`src/ecd_pkg.sv`:
```
// ----------------------------------------------------------------------------
// ecd_pkg
// Shared types, constants and calendar helper functions for the epoch
// seconds to calendar date converter.
// ----------------------------------------------------------------------------
`default_nettype none

package ecd_pkg;

    // Reciprocal constants for exact division of values up to 32 bits.
    localparam logic [31:0] DivMagic60    = 32'h8888_8889;
    localparam int          DivShift60    = 37;
    localparam logic [31:0] DivMagic24    = 32'hAAAA_AAAB;
    localparam int          DivShift24    = 36;

    // Year estimate: days * YearMagic >> YearShift is within one of the year.
    localparam logic [15:0] YearMagic     = 16'd45934;
    localparam int          YearShift     = 24;

    localparam logic [7:0]  Year2100      = 8'd130;
    localparam logic [8:0]  DaysPerYear   = 9'd365;

    typedef logic [15:0] t_days;
    typedef logic [8:0]  t_doy;
    typedef logic [7:0]  t_year;
    typedef logic [3:0]  t_month_idx;

    typedef struct packed {
        logic [5:0] sec;
        logic [5:0] min;
        logic [4:0] hour;
    } t_hms;

    // Leap rule over the supported span: divisible by four, except 2100.
    function automatic logic is_leap(input t_year year);
        is_leap = (year[1:0] == 2'd2) && (year != Year2100);
    endfunction

    // First day of a year, counted in days from the start of 1970.
    function automatic t_days year_start(input t_year year);
        logic [16:0] base;
        logic [16:0] leaps;
        base  = 17'(year) * 17'(DaysPerYear);
        leaps = (17'(year) + 17'd1) >> 2;
        if (year > Year2100) begin
            leaps = leaps - 17'd1;
        end
        year_start = t_days'(base + leaps);
    endfunction

    // First day of a month within its year, months counted from zero.
    function automatic t_doy month_start(input t_month_idx idx, input logic leap);
        t_doy base;
        case (idx)
            4'd0:    base = 9'd0;
            4'd1:    base = 9'd31;
            4'd2:    base = 9'd59;
            4'd3:    base = 9'd90;
            4'd4:    base = 9'd120;
            4'd5:    base = 9'd151;
            4'd6:    base = 9'd181;
            4'd7:    base = 9'd212;
            4'd8:    base = 9'd243;
            4'd9:    base = 9'd273;
            4'd10:   base = 9'd304;
            4'd11:   base = 9'd334;
            default: base = 9'd0;
        endcase
        if (leap && (idx >= 4'd2)) begin
            base = base + 9'd1;
        end
        month_start = base;
    endfunction

endpackage

`default_nettype wire

```
`src/ecd_time_split.sv`:
```
// ----------------------------------------------------------------------------
// ecd_time_split
// Six-stage pipeline that splits a seconds count into second, minute and
// hour of the day and the number of whole days.
// ----------------------------------------------------------------------------
`default_nettype none

module ecd_time_split
    import ecd_pkg::*;
(
    input  wire logic        i_clk,
    input  wire logic        i_rst_n,
    input  wire logic        i_valid,
    input  wire logic [31:0] i_seconds,
    output logic             o_valid,
    output t_days            o_days,
    output t_hms             o_hms
);

    logic        r_s1_valid;
    logic [31:0] r_s1_t;
    logic [63:0] r_s1_prod;

    logic        r_s2_valid;
    logic [26:0] r_s2_q;
    logic [5:0]  r_s2_sec;

    logic        r_s3_valid;
    logic [26:0] r_s3_q;
    logic [58:0] r_s3_prod;
    logic [5:0]  r_s3_sec;

    logic        r_s4_valid;
    logic [20:0] r_s4_q;
    logic [5:0]  r_s4_sec;
    logic [5:0]  r_s4_min;

    logic        r_s5_valid;
    logic [20:0] r_s5_q;
    logic [52:0] r_s5_prod;
    logic [5:0]  r_s5_sec;
    logic [5:0]  r_s5_min;

    logic        r_s6_valid;
    t_days       r_s6_days;
    t_hms        r_s6_hms;

    logic [26:0] n_s2_q;
    logic [32:0] n_s2_qx60;
    logic [5:0]  n_s2_sec;
    logic [20:0] n_s4_q;
    logic [26:0] n_s4_qx60;
    logic [5:0]  n_s4_min;
    t_days       n_s6_days;
    logic [20:0] n_s6_dx24;
    logic [4:0]  n_s6_hour;

    always_comb begin
        n_s2_q    = r_s1_prod[DivShift60 +: 27];
        n_s2_qx60 = (33'(n_s2_q) << 6) - (33'(n_s2_q) << 2);
        n_s2_sec  = 6'(r_s1_t - n_s2_qx60[31:0]);

        n_s4_q    = r_s3_prod[DivShift60 +: 21];
        n_s4_qx60 = (27'(n_s4_q) << 6) - (27'(n_s4_q) << 2);
        n_s4_min  = 6'(r_s3_q - n_s4_qx60);

        n_s6_days = r_s5_prod[DivShift24 +: 16];
        n_s6_dx24 = (21'(n_s6_days) << 4) + (21'(n_s6_days) << 3);
        n_s6_hour = 5'(r_s5_q - n_s6_dx24);
    end

    always_ff @(posedge i_clk) begin
        if (!i_rst_n) begin
            r_s1_valid <= 1'b0;
            r_s2_valid <= 1'b0;
            r_s3_valid <= 1'b0;
            r_s4_valid <= 1'b0;
            r_s5_valid <= 1'b0;
            r_s6_valid <= 1'b0;
        end else begin
            r_s1_valid <= i_valid;
            r_s2_valid <= r_s1_valid;
            r_s3_valid <= r_s2_valid;
            r_s4_valid <= r_s3_valid;
            r_s5_valid <= r_s4_valid;
            r_s6_valid <= r_s5_valid;
        end
    end

    always_ff @(posedge i_clk) begin
        r_s1_t        <= i_seconds;
        r_s1_prod     <= 64'(i_seconds) * 64'(DivMagic60);

        r_s2_q        <= n_s2_q;
        r_s2_sec      <= n_s2_sec;

        r_s3_q        <= r_s2_q;
        r_s3_prod     <= 59'(r_s2_q) * 59'(DivMagic60);
        r_s3_sec      <= r_s2_sec;

        r_s4_q        <= n_s4_q;
        r_s4_sec      <= r_s3_sec;
        r_s4_min      <= n_s4_min;

        r_s5_q        <= r_s4_q;
        r_s5_prod     <= 53'(r_s4_q) * 53'(DivMagic24);
        r_s5_sec      <= r_s4_sec;
        r_s5_min      <= r_s4_min;

        r_s6_days     <= n_s6_days;
        r_s6_hms.sec  <= r_s5_sec;
        r_s6_hms.min  <= r_s5_min;
        r_s6_hms.hour <= n_s6_hour;
    end

    assign o_valid = r_s6_valid;
    assign o_days  = r_s6_days;
    assign o_hms   = r_s6_hms;

endmodule

`default_nettype wire

```
`src/ecd_date_split.sv`:
```
// ----------------------------------------------------------------------------
// ecd_date_split
// Five-stage pipeline that turns a day count since 1970 into year offset,
// month and day of month, carrying the time of day alongside.
// ----------------------------------------------------------------------------
`default_nettype none

module ecd_date_split
    import ecd_pkg::*;
(
    input  wire logic  i_clk,
    input  wire logic  i_rst_n,
    input  wire logic  i_valid,
    input  wire t_days i_days,
    input  wire t_hms  i_hms,
    output logic       o_valid,
    output t_year      o_year,
    output logic [3:0] o_month,
    output logic [4:0] o_day,
    output t_hms       o_hms
);

    logic        r_s1_valid;
    t_days       r_s1_days;
    logic [31:0] r_s1_prod;
    t_hms        r_s1_hms;

    logic        r_s2_valid;
    t_days       r_s2_days;
    t_year       r_s2_year;
    t_days       r_s2_start_lo;
    t_days       r_s2_start_mid;
    t_days       r_s2_start_hi;
    t_hms        r_s2_hms;

    logic        r_s3_valid;
    t_year       r_s3_year;
    t_doy        r_s3_doy;
    logic        r_s3_leap;
    t_hms        r_s3_hms;

    logic        r_s4_valid;
    t_year       r_s4_year;
    t_doy        r_s4_doy;
    t_month_idx  r_s4_idx;
    t_doy        r_s4_mstart;
    t_hms        r_s4_hms;

    logic        r_s5_valid;
    t_year       r_s5_year;
    logic [3:0]  r_s5_month;
    logic [4:0]  r_s5_day;
    t_hms        r_s5_hms;

    t_year       n_s2_year;
    t_year       n_s2_year_lo;
    t_year       n_s3_year;
    t_days       n_s3_doy;
    t_month_idx  n_s4_idx;

    always_comb begin
        n_s2_year    = r_s1_prod[YearShift +: 8];
        n_s2_year_lo = (n_s2_year == 8'd0) ? 8'd0 : n_s2_year - 8'd1;

        if (r_s2_days >= r_s2_start_hi) begin
            n_s3_year = r_s2_year + 8'd1;
            n_s3_doy  = r_s2_days - r_s2_start_hi;
        end else if (r_s2_days >= r_s2_start_mid) begin
            n_s3_year = r_s2_year;
            n_s3_doy  = r_s2_days - r_s2_start_mid;
        end else begin
            n_s3_year = r_s2_year - 8'd1;
            n_s3_doy  = r_s2_days - r_s2_start_lo;
        end

        n_s4_idx = 4'd0;
        for (int m = 1; m < 12; m++) begin
            if (r_s3_doy >= month_start(t_month_idx'(m), r_s3_leap)) begin
                n_s4_idx = t_month_idx'(m);
            end
        end
    end

    always_ff @(posedge i_clk) begin
        if (!i_rst_n) begin
            r_s1_valid <= 1'b0;
            r_s2_valid <= 1'b0;
            r_s3_valid <= 1'b0;
            r_s4_valid <= 1'b0;
            r_s5_valid <= 1'b0;
        end else begin
            r_s1_valid <= i_valid;
            r_s2_valid <= r_s1_valid;
            r_s3_valid <= r_s2_valid;
            r_s4_valid <= r_s3_valid;
            r_s5_valid <= r_s4_valid;
        end
    end

    always_ff @(posedge i_clk) begin
        r_s1_days      <= i_days;
        r_s1_prod      <= 32'(i_days) * 32'(YearMagic);
        r_s1_hms       <= i_hms;

        r_s2_days      <= r_s1_days;
        r_s2_year      <= n_s2_year;
        r_s2_start_lo  <= year_start(n_s2_year_lo);
        r_s2_start_mid <= year_start(n_s2_year);
        r_s2_start_hi  <= year_start(n_s2_year + 8'd1);
        r_s2_hms       <= r_s1_hms;

        r_s3_year      <= n_s3_year;
        r_s3_doy       <= t_doy'(n_s3_doy);
        r_s3_leap      <= is_leap(n_s3_year);
        r_s3_hms       <= r_s2_hms;

        r_s4_year      <= r_s3_year;
        r_s4_doy       <= r_s3_doy;
        r_s4_idx       <= n_s4_idx;
        r_s4_mstart    <= month_start(n_s4_idx, r_s3_leap);
        r_s4_hms       <= r_s3_hms;

        r_s5_year      <= r_s4_year;
        r_s5_month     <= r_s4_idx + 4'd1;
        r_s5_day       <= 5'(r_s4_doy - r_s4_mstart + 9'd1);
        r_s5_hms       <= r_s4_hms;
    end

    assign o_valid = r_s5_valid;
    assign o_year  = r_s5_year;
    assign o_month = r_s5_month;
    assign o_day   = r_s5_day;
    assign o_hms   = r_s5_hms;

endmodule

`default_nettype wire

```
`src/epoch_seconds_to_calendar_date.sv`:
```
// ----------------------------------------------------------------------------
// epoch_seconds_to_calendar_date
// Output: the result of each start transfer is presented after the pipeline,
// with o_valid high for one cycle.
// Throughput: one conversion per cycle; busy stays low, since the eleven
// pipeline stages each take a new item every cycle.
// Reset clears only the stage valid bits; no result is produced from it.
// ----------------------------------------------------------------------------
`default_nettype none

module epoch_seconds_to_calendar_date
    import ecd_pkg::*;
(
    input  wire logic        i_clk,
    input  wire logic        i_rst_n,
    input  wire logic        start,
    output logic             busy,
    input  wire logic [31:0] i_epoch_seconds,
    output logic             o_valid,
    output logic [5:0]       o_second_of_minute,
    output logic [5:0]       o_minute_of_hour,
    output logic [4:0]       o_hour_of_day,
    output logic [7:0]       o_year_since_1970,
    output logic [3:0]       o_month_number,
    output logic [4:0]       o_day_of_month
);

    logic  accept;
    logic  time_valid;
    t_days time_days;
    t_hms  time_hms;
    t_hms  date_hms;

    assign busy   = 1'b0;
    assign accept = start && !busy;

    ecd_time_split u_time (
        .i_clk     (i_clk),
        .i_rst_n   (i_rst_n),
        .i_valid   (accept),
        .i_seconds (i_epoch_seconds),
        .o_valid   (time_valid),
        .o_days    (time_days),
        .o_hms     (time_hms)
    );

    ecd_date_split u_date (
        .i_clk   (i_clk),
        .i_rst_n (i_rst_n),
        .i_valid (time_valid),
        .i_days  (time_days),
        .i_hms   (time_hms),
        .o_valid (o_valid),
        .o_year  (o_year_since_1970),
        .o_month (o_month_number),
        .o_day   (o_day_of_month),
        .o_hms   (date_hms)
    );

    assign o_second_of_minute = date_hms.sec;
    assign o_minute_of_hour   = date_hms.min;
    assign o_hour_of_day      = date_hms.hour;

endmodule

`default_nettype wire

```
`config.mk`:
```
export PLATFORM = sky130hd
export DESIGN_NAME = epoch_seconds_to_calendar_date
export DESIGN_NICKNAME = d
export VERILOG_FILES = /design/src/ecd_pkg.sv /design/src/ecd_time_split.sv /design/src/ecd_date_split.sv /design/src/epoch_seconds_to_calendar_date.sv
export SDC_FILE = /design/constraint.sdc
export NUM_CORES = 2
export LEC_CHECK = 0
export BUFFER_PORTS_ARGS = -buffer_cell sky130_fd_sc_hd__buf_4
export CAP_MARGIN = 10
export CORE_AREA = 2 2 374 376
export CTS_CLUSTER_SIZE = 14
export DETAILED_ROUTE_END_ITERATION = 10
export DIE_AREA = 0 0 376 378
export GPL_TIMING_DRIVEN = 0
export PLACE_DENSITY = 0.45
export SLEW_MARGIN = 10
export SYNTH_ARGS = -nofsm -noshare
export SYNTH_HDL_FRONTEND = slang
export SYNTH_SLANG_ARGS = --single-unit
```
`constraint.sdc`:
```
create_clock -name i_clk -period 9.15 [get_ports i_clk]
set_input_delay 1.83 -clock i_clk [delete_from_list [all_inputs] [get_ports i_clk]]
set_output_delay 1.83 -clock i_clk [all_outputs]
set_load 0.1 [all_outputs]
```
* Word-level counts from Yosys, hierarchy flattened *
Memory sizes are Yosys's and may differ from the RTL's.
Index checks and enable logic that the tools add are counted.

word-level totals
  memories = 1
  logic and storage cells = 147
  input port bits = 35
  memory bits (read-only) = 144
  output and inout bits = 36
  flip-flop bits (word level) = 573

operators by class
  $lt $le $gt $ge = 17
  add/subtract/negate cells = 26
  mux-type cells = 30
  eq/ne operators = 2
  reductions and logical operators = 3
  $mul = 7

memories
  memory           words  bits a word  read ports  clocked after Yosys merged registers in  write ports  RTL line       text
  (no name shown)  16     9            1           0                                        0            ecd_pkg.sv:54  case (idx)

operators by type and width
  kind                    number
  $mul 32x32->64 const B  1
  $mul 27x32->58 const B  1
  $mul 21x32->52 const B  1
  $mux 4                  11
  $ge 9x8->1              4
  $add 16x16->16          2
  $ge 16x16->1            2
  $mul 8x9->16 const B    2
  $mux 16                 2
  $mul 16x15->31 const B  1
  $add 8x1->9 const B     3
  $ge 9x9->1              3
  $mux 9                  3
  $sub 9x9->9             3
  $gt 8x8->1 const B      3
  $mux 8                  3
  $sub 7x1->8 const B     3
  $ge 9x7->1              2
  $add 8x1->8 const B     2
  $sub 8x1->8 const B     2
  $sub 1x6->6 const A     2
  $sub 6x6->6             2
  $add 5x1->5 const B     2
  $sub 5x5->5             2
  15 further kinds        23

* Logic depth before layout (Yosys ltp) *
  depth after elaboration = 15
  depth in mapped cells = 30
  mapped depth without buffers = 30

* By module *
Synthesis repeated with hierarchy kept, for this count alone.

unflattened totals
  cells, all modules = 4279
  area total of the unflattened synthesis = 44460.1 µm²

modules (own cells, without submodules)
  module                          cells an instance  instances  area each (µm²)
  ecd_time_split                  2592               1          26890.8
  ecd_date_split                  1685               1          17558.1
  epoch_seconds_to_calendar_date  2                  1          11.3

* Worst setup path after synthesis *
No wires, ideal clock.

  path kind = input-to-reg
  from = input port i_epoch_seconds[1]
  to = register u_time.r_s1_prod[59]
  stages on the path = 22
  arrival = 7552 ps
  slack = 1536 ps
  required time = 9088 ps
  cells stage by stage = ha_1 fa_1 inv_1 fa_1 fa_1 inv_1 fa_1 inv_1 fa_1 fa_1 inv_1 ha_1 a21oi_1 o21ai_1 nor3_1 nand3b_1 o211a_1 o21ai_2 o21ai_1 a31o_2 or4_1 nand3_1

between the ends
  cells in the longest elaborated chain, start to end = 1

ends and longest elaborated chain
  what                  RTL line                              text
  from (decl)           epoch_seconds_to_calendar_date.sv:18  input wire logic [31:0] i_epoch_seconds,
  $mul 32x32->64        ecd_time_split.sv:92                  r_s1_prod <= 64'(i_seconds) * 64'(DivMagic60);
  to (signal assigned)  ecd_time_split.sv:92
  to (decl)             ecd_time_split.sv:22                  logic [63:0] r_s1_prod;

No other way between the ends.
A chain may end at the register's enable or synchronous reset.

* Worst setup path in the final report *
Same ends and word-level chain as after synthesis.

==> flow_metrics.env <==
export IMPL_ctsHoldBuffers=0
export IMPL_post_cts_buffers=0
export IMPL_crit_path_start_kind="input pin"
export IMPL_clk_path_buf_depth=3
export IMPL_track_usage_pct=14.0
export IMPL_area_delta_synth_final_pct=10.1
export IMPL_clkSinkCount=440
export IMPL_final_cell_area_sq_um=48300
export IMPL_grt_antenna_before_repair=0
export IMPL_grt_remaining_overflow=0
export IMPL_avgViaCountPerCell=4.39
export IMPL_tightest_slew_ps=1010
export IMPL_first_pass_iters=5
export IMPL_max_slew_margin_rel_pct=32.1
export IMPL_finalSetupTns_ps=0
export IMPL_synth_area_top_cells="ha_1 28%, fa_1 26%, dfxtp_1 20%"
export IMPL_cp_max_fo=6
export IMPL_place_area_sq_um=46700
export IMPL_hold_viol=0
export IMPL_grt_max_degree=15
export IMPL_io_buffers=69
export IMPL_worst_hold_path_num_cells=0
export IMPL_hp_class="flop to flop"
export IMPL_cts_buffers=48
export IMPL_yosysWarnings=0
export IMPL_cp_num_cells=23
export IMPL_die_w_microns=376
export IMPL_hpwl_microns=83000
export IMPL_worstPathRequired_ps=9690
export IMPL_path_clk_slew_ps=60
export IMPL_drv_cap=0
export IMPL_finalMaxSlewViolations=0
export IMPL_synth_edff_count=0
export IMPL_ioPinCount=71
export IMPL_vias=27235
export IMPL_worstSetupPathType="input pin to flop"
export IMPL_clock_fmax_mhz=119
export IMPL_nets=5959
export IMPL_worstSetupEndpointType="flop"
export IMPL_synthCells=4241
export IMPL_coreArea_sq_um=139000
export IMPL_yosysTopAreaCell="ha_1"
export IMPL_utilization_pct=34.9
export IMPL_synth_cell_type_count=81
export IMPL_die_h_microns=378
export IMPL_cp_top_family="adder cells"
export IMPL_drive_gt1_share_pct=3.94
export IMPL_synth_cell_area_sq_um=43900
export IMPL_drc=0
export IMPL_status="finished, final reports clean"
export IMPL_ant_nets=0
export IMPL_wire_per_inst_microns=15.3
export IMPL_synth_top_cell_area_share_pct=28.1
export IMPL_clock_latency_ps=630
export IMPL_start_util_pct=31.7
export IMPL_gp_congestion=0.812
export IMPL_ys_seq_elements=440
export IMPL_rsz0062_at_grt="no"
export IMPL_drt_total_wl_microns=95000
export IMPL_drt_initial_drc_count=1009
export IMPL_fin_crit_sh_pct=91.9
export IMPL_diodes=0
export IMPL_ys_seq_area_share_pct=20.1
export IMPL_crit_chain="buf_4 > ha_1 > fa_1 > inv_1 > fa_1 > fa_1 > inv_1 > fa_1 > inv_1 > fa_1 > fa_1 > inv_1 > ha_1 > a21oi_1 > o21ai_1 > nor3_1 > nand3b_1 > o211a_1 > o21ai_2 > o21ai_1 > a31o_2 > or4_1 > nand3_1"
export IMPL_crit_buf_inv=5
export IMPL_grt_pass1_wl_microns=157000
export IMPL_synth_ff_type="dfxtp_1"
export IMPL_die_area_sq_um=142000
export IMPL_crit_path_max_incr_delay_ps=630
export IMPL_setup_viol=0
export IMPL_synth_nets=5840
export IMPL_cp_common_cell="fa_1"
export IMPL_r2r_cells=27
export IMPL_slowest_stage="fa_1"
export IMPL_grt_pass1_vias=29459
export IMPL_htree_levels=2
export IMPL_avgSynthCellArea_sq_um=10.4
export IMPL_cp_data_arrival_time_ps=8950
export IMPL_final_setup_skew_ps=32.0
export IMPL_period_minus_slack_ps=8410
export IMPL_ys_async_sr_fraction_pct=0
export IMPL_fp_row_count=137
export IMPL_cts_resized=0
export IMPL_clockRootBuffer="clkbuf_16"
export IMPL_cts_tree="yes"
==> Yosys cell counts, drive strengths merged (5+ instances only) <==
cell type     n
a211o         6
a211oi       10
a21boi        6
a21o         86
a21oi       165
a31oi        14
and2         17
and3         16
and4          5
buf           5
clkbuf       13
dfxtp       440
fa          576
ha          988
inv        1121
mux2i         5
nand2       104
nand2b       16
nand3        48
nand4        34
nor2         99
nor2b        16
nor3         27
nor4          6
o2111ai       9
o211ai        9
o21a          9
o21ai        77
o21bai       23
o31ai         6
or2           9
or3           8
xnor2       137
xor2         58
==> stage by stage <==
step,setup WS [ps],hold WS [ps],cells
floorplan,1540,310,4241
global route,384,307,6201
CTS,747,290,6201
detailed placement,139,312,6117
global placement,131,310,6117
finish,737,299,6201
==> registers in the layout (all words and copies together) (netlist names), 8 cells and up <==
signal	count
u_date.o_hms	17
u_date.o_year	8
u_date.r_s1_days	16
u_date.r_s1_hms	17
u_date.r_s1_prod	8
u_date.r_s2_days	16
u_date.r_s2_hms	17
u_date.r_s2_start_hi	16
u_date.r_s2_start_lo	9
u_date.r_s2_start_mid	16
u_date.r_s2_year	8
u_date.r_s3_doy	9
u_date.r_s3_hms	17
u_date.r_s3_year	8
u_date.r_s4_hms	17
u_date.r_s4_year	8
u_time.o_days	16
u_time.o_hms	17
u_time.r_s1_prod	27
u_time.r_s2_q	27
u_time.r_s3_prod	21
u_time.r_s4_q	21
u_time.r_s5_prod	16
==> cells in the final DEF, fill, tap and decap left out, types with 10 or more instances in the layout <==
cell type     n
nand2_1     104
o21bai_1     23
xnor2_1     137
a211oi_1     10
buf_4        71
nor3_1       26
nand4_1      34
dfxtp_1     440
clkbuf_1     22
clkbuf_16    48
xor2_1       58
and2_1       17
o21ai_0      63
a21o_1       86
fa_1        576
nor2b_1      16
ha_1        988
and3_1       16
nand3_1      48
nand2b_1     16
inv_1      1119
a21oi_1     164
a31oi_1      13
nor2_1       98
o21ai_1      13
==> worst paths after layout <==
path | end | slack, ps | start
setup / recovery | u_time.r_s1_prod[59] | 740 | i_epoch_seconds[1]
hold / removal | u_date.r_s2_hms[4] | 300 | u_date.r_s1_hms[4]
setup reg to reg | u_date.r_s2_start_hi[15] | 1000 | u_date.r_s1_prod[24]
hold reg to reg | u_date.r_s2_hms[4] | 300 | u_date.r_s1_hms[4]
==> metal layers <==
layer	track usage, %	up-vias	routed length, microns
met5	0	-	0
met4	2.95	0	1800
met3	1.43	86	2000
met2	25.1	203	47300
met1	18.1	13202	43800
li1	-	13744	-
==> cells by family after synthesis <==
family	after synthesis	synth area share, %
other cells	1	0.00854
buf+inv	1140	9.77
flops	440	20.1
xor+xnor	195	3.89
fa+ha+maj	1567	54.5
compound gates	473	6.99
simple gates	418	4.68
mux	7	0.165
==> layout make-up <==
cell class              count  area, sq um
fillers                 14257        90200
inverters                1122         4210
multi-input cells        2661        30800
clock inverters            20          307
clock buffers              64         1330
well taps                1807         2260
repair buffers             69          518
flip-flops and latches    440         8810
plain buffers              18         78.8
Power is not shown: default switching activity piles up to over one toggle a cycle in this logic, so the estimate is an artifact.
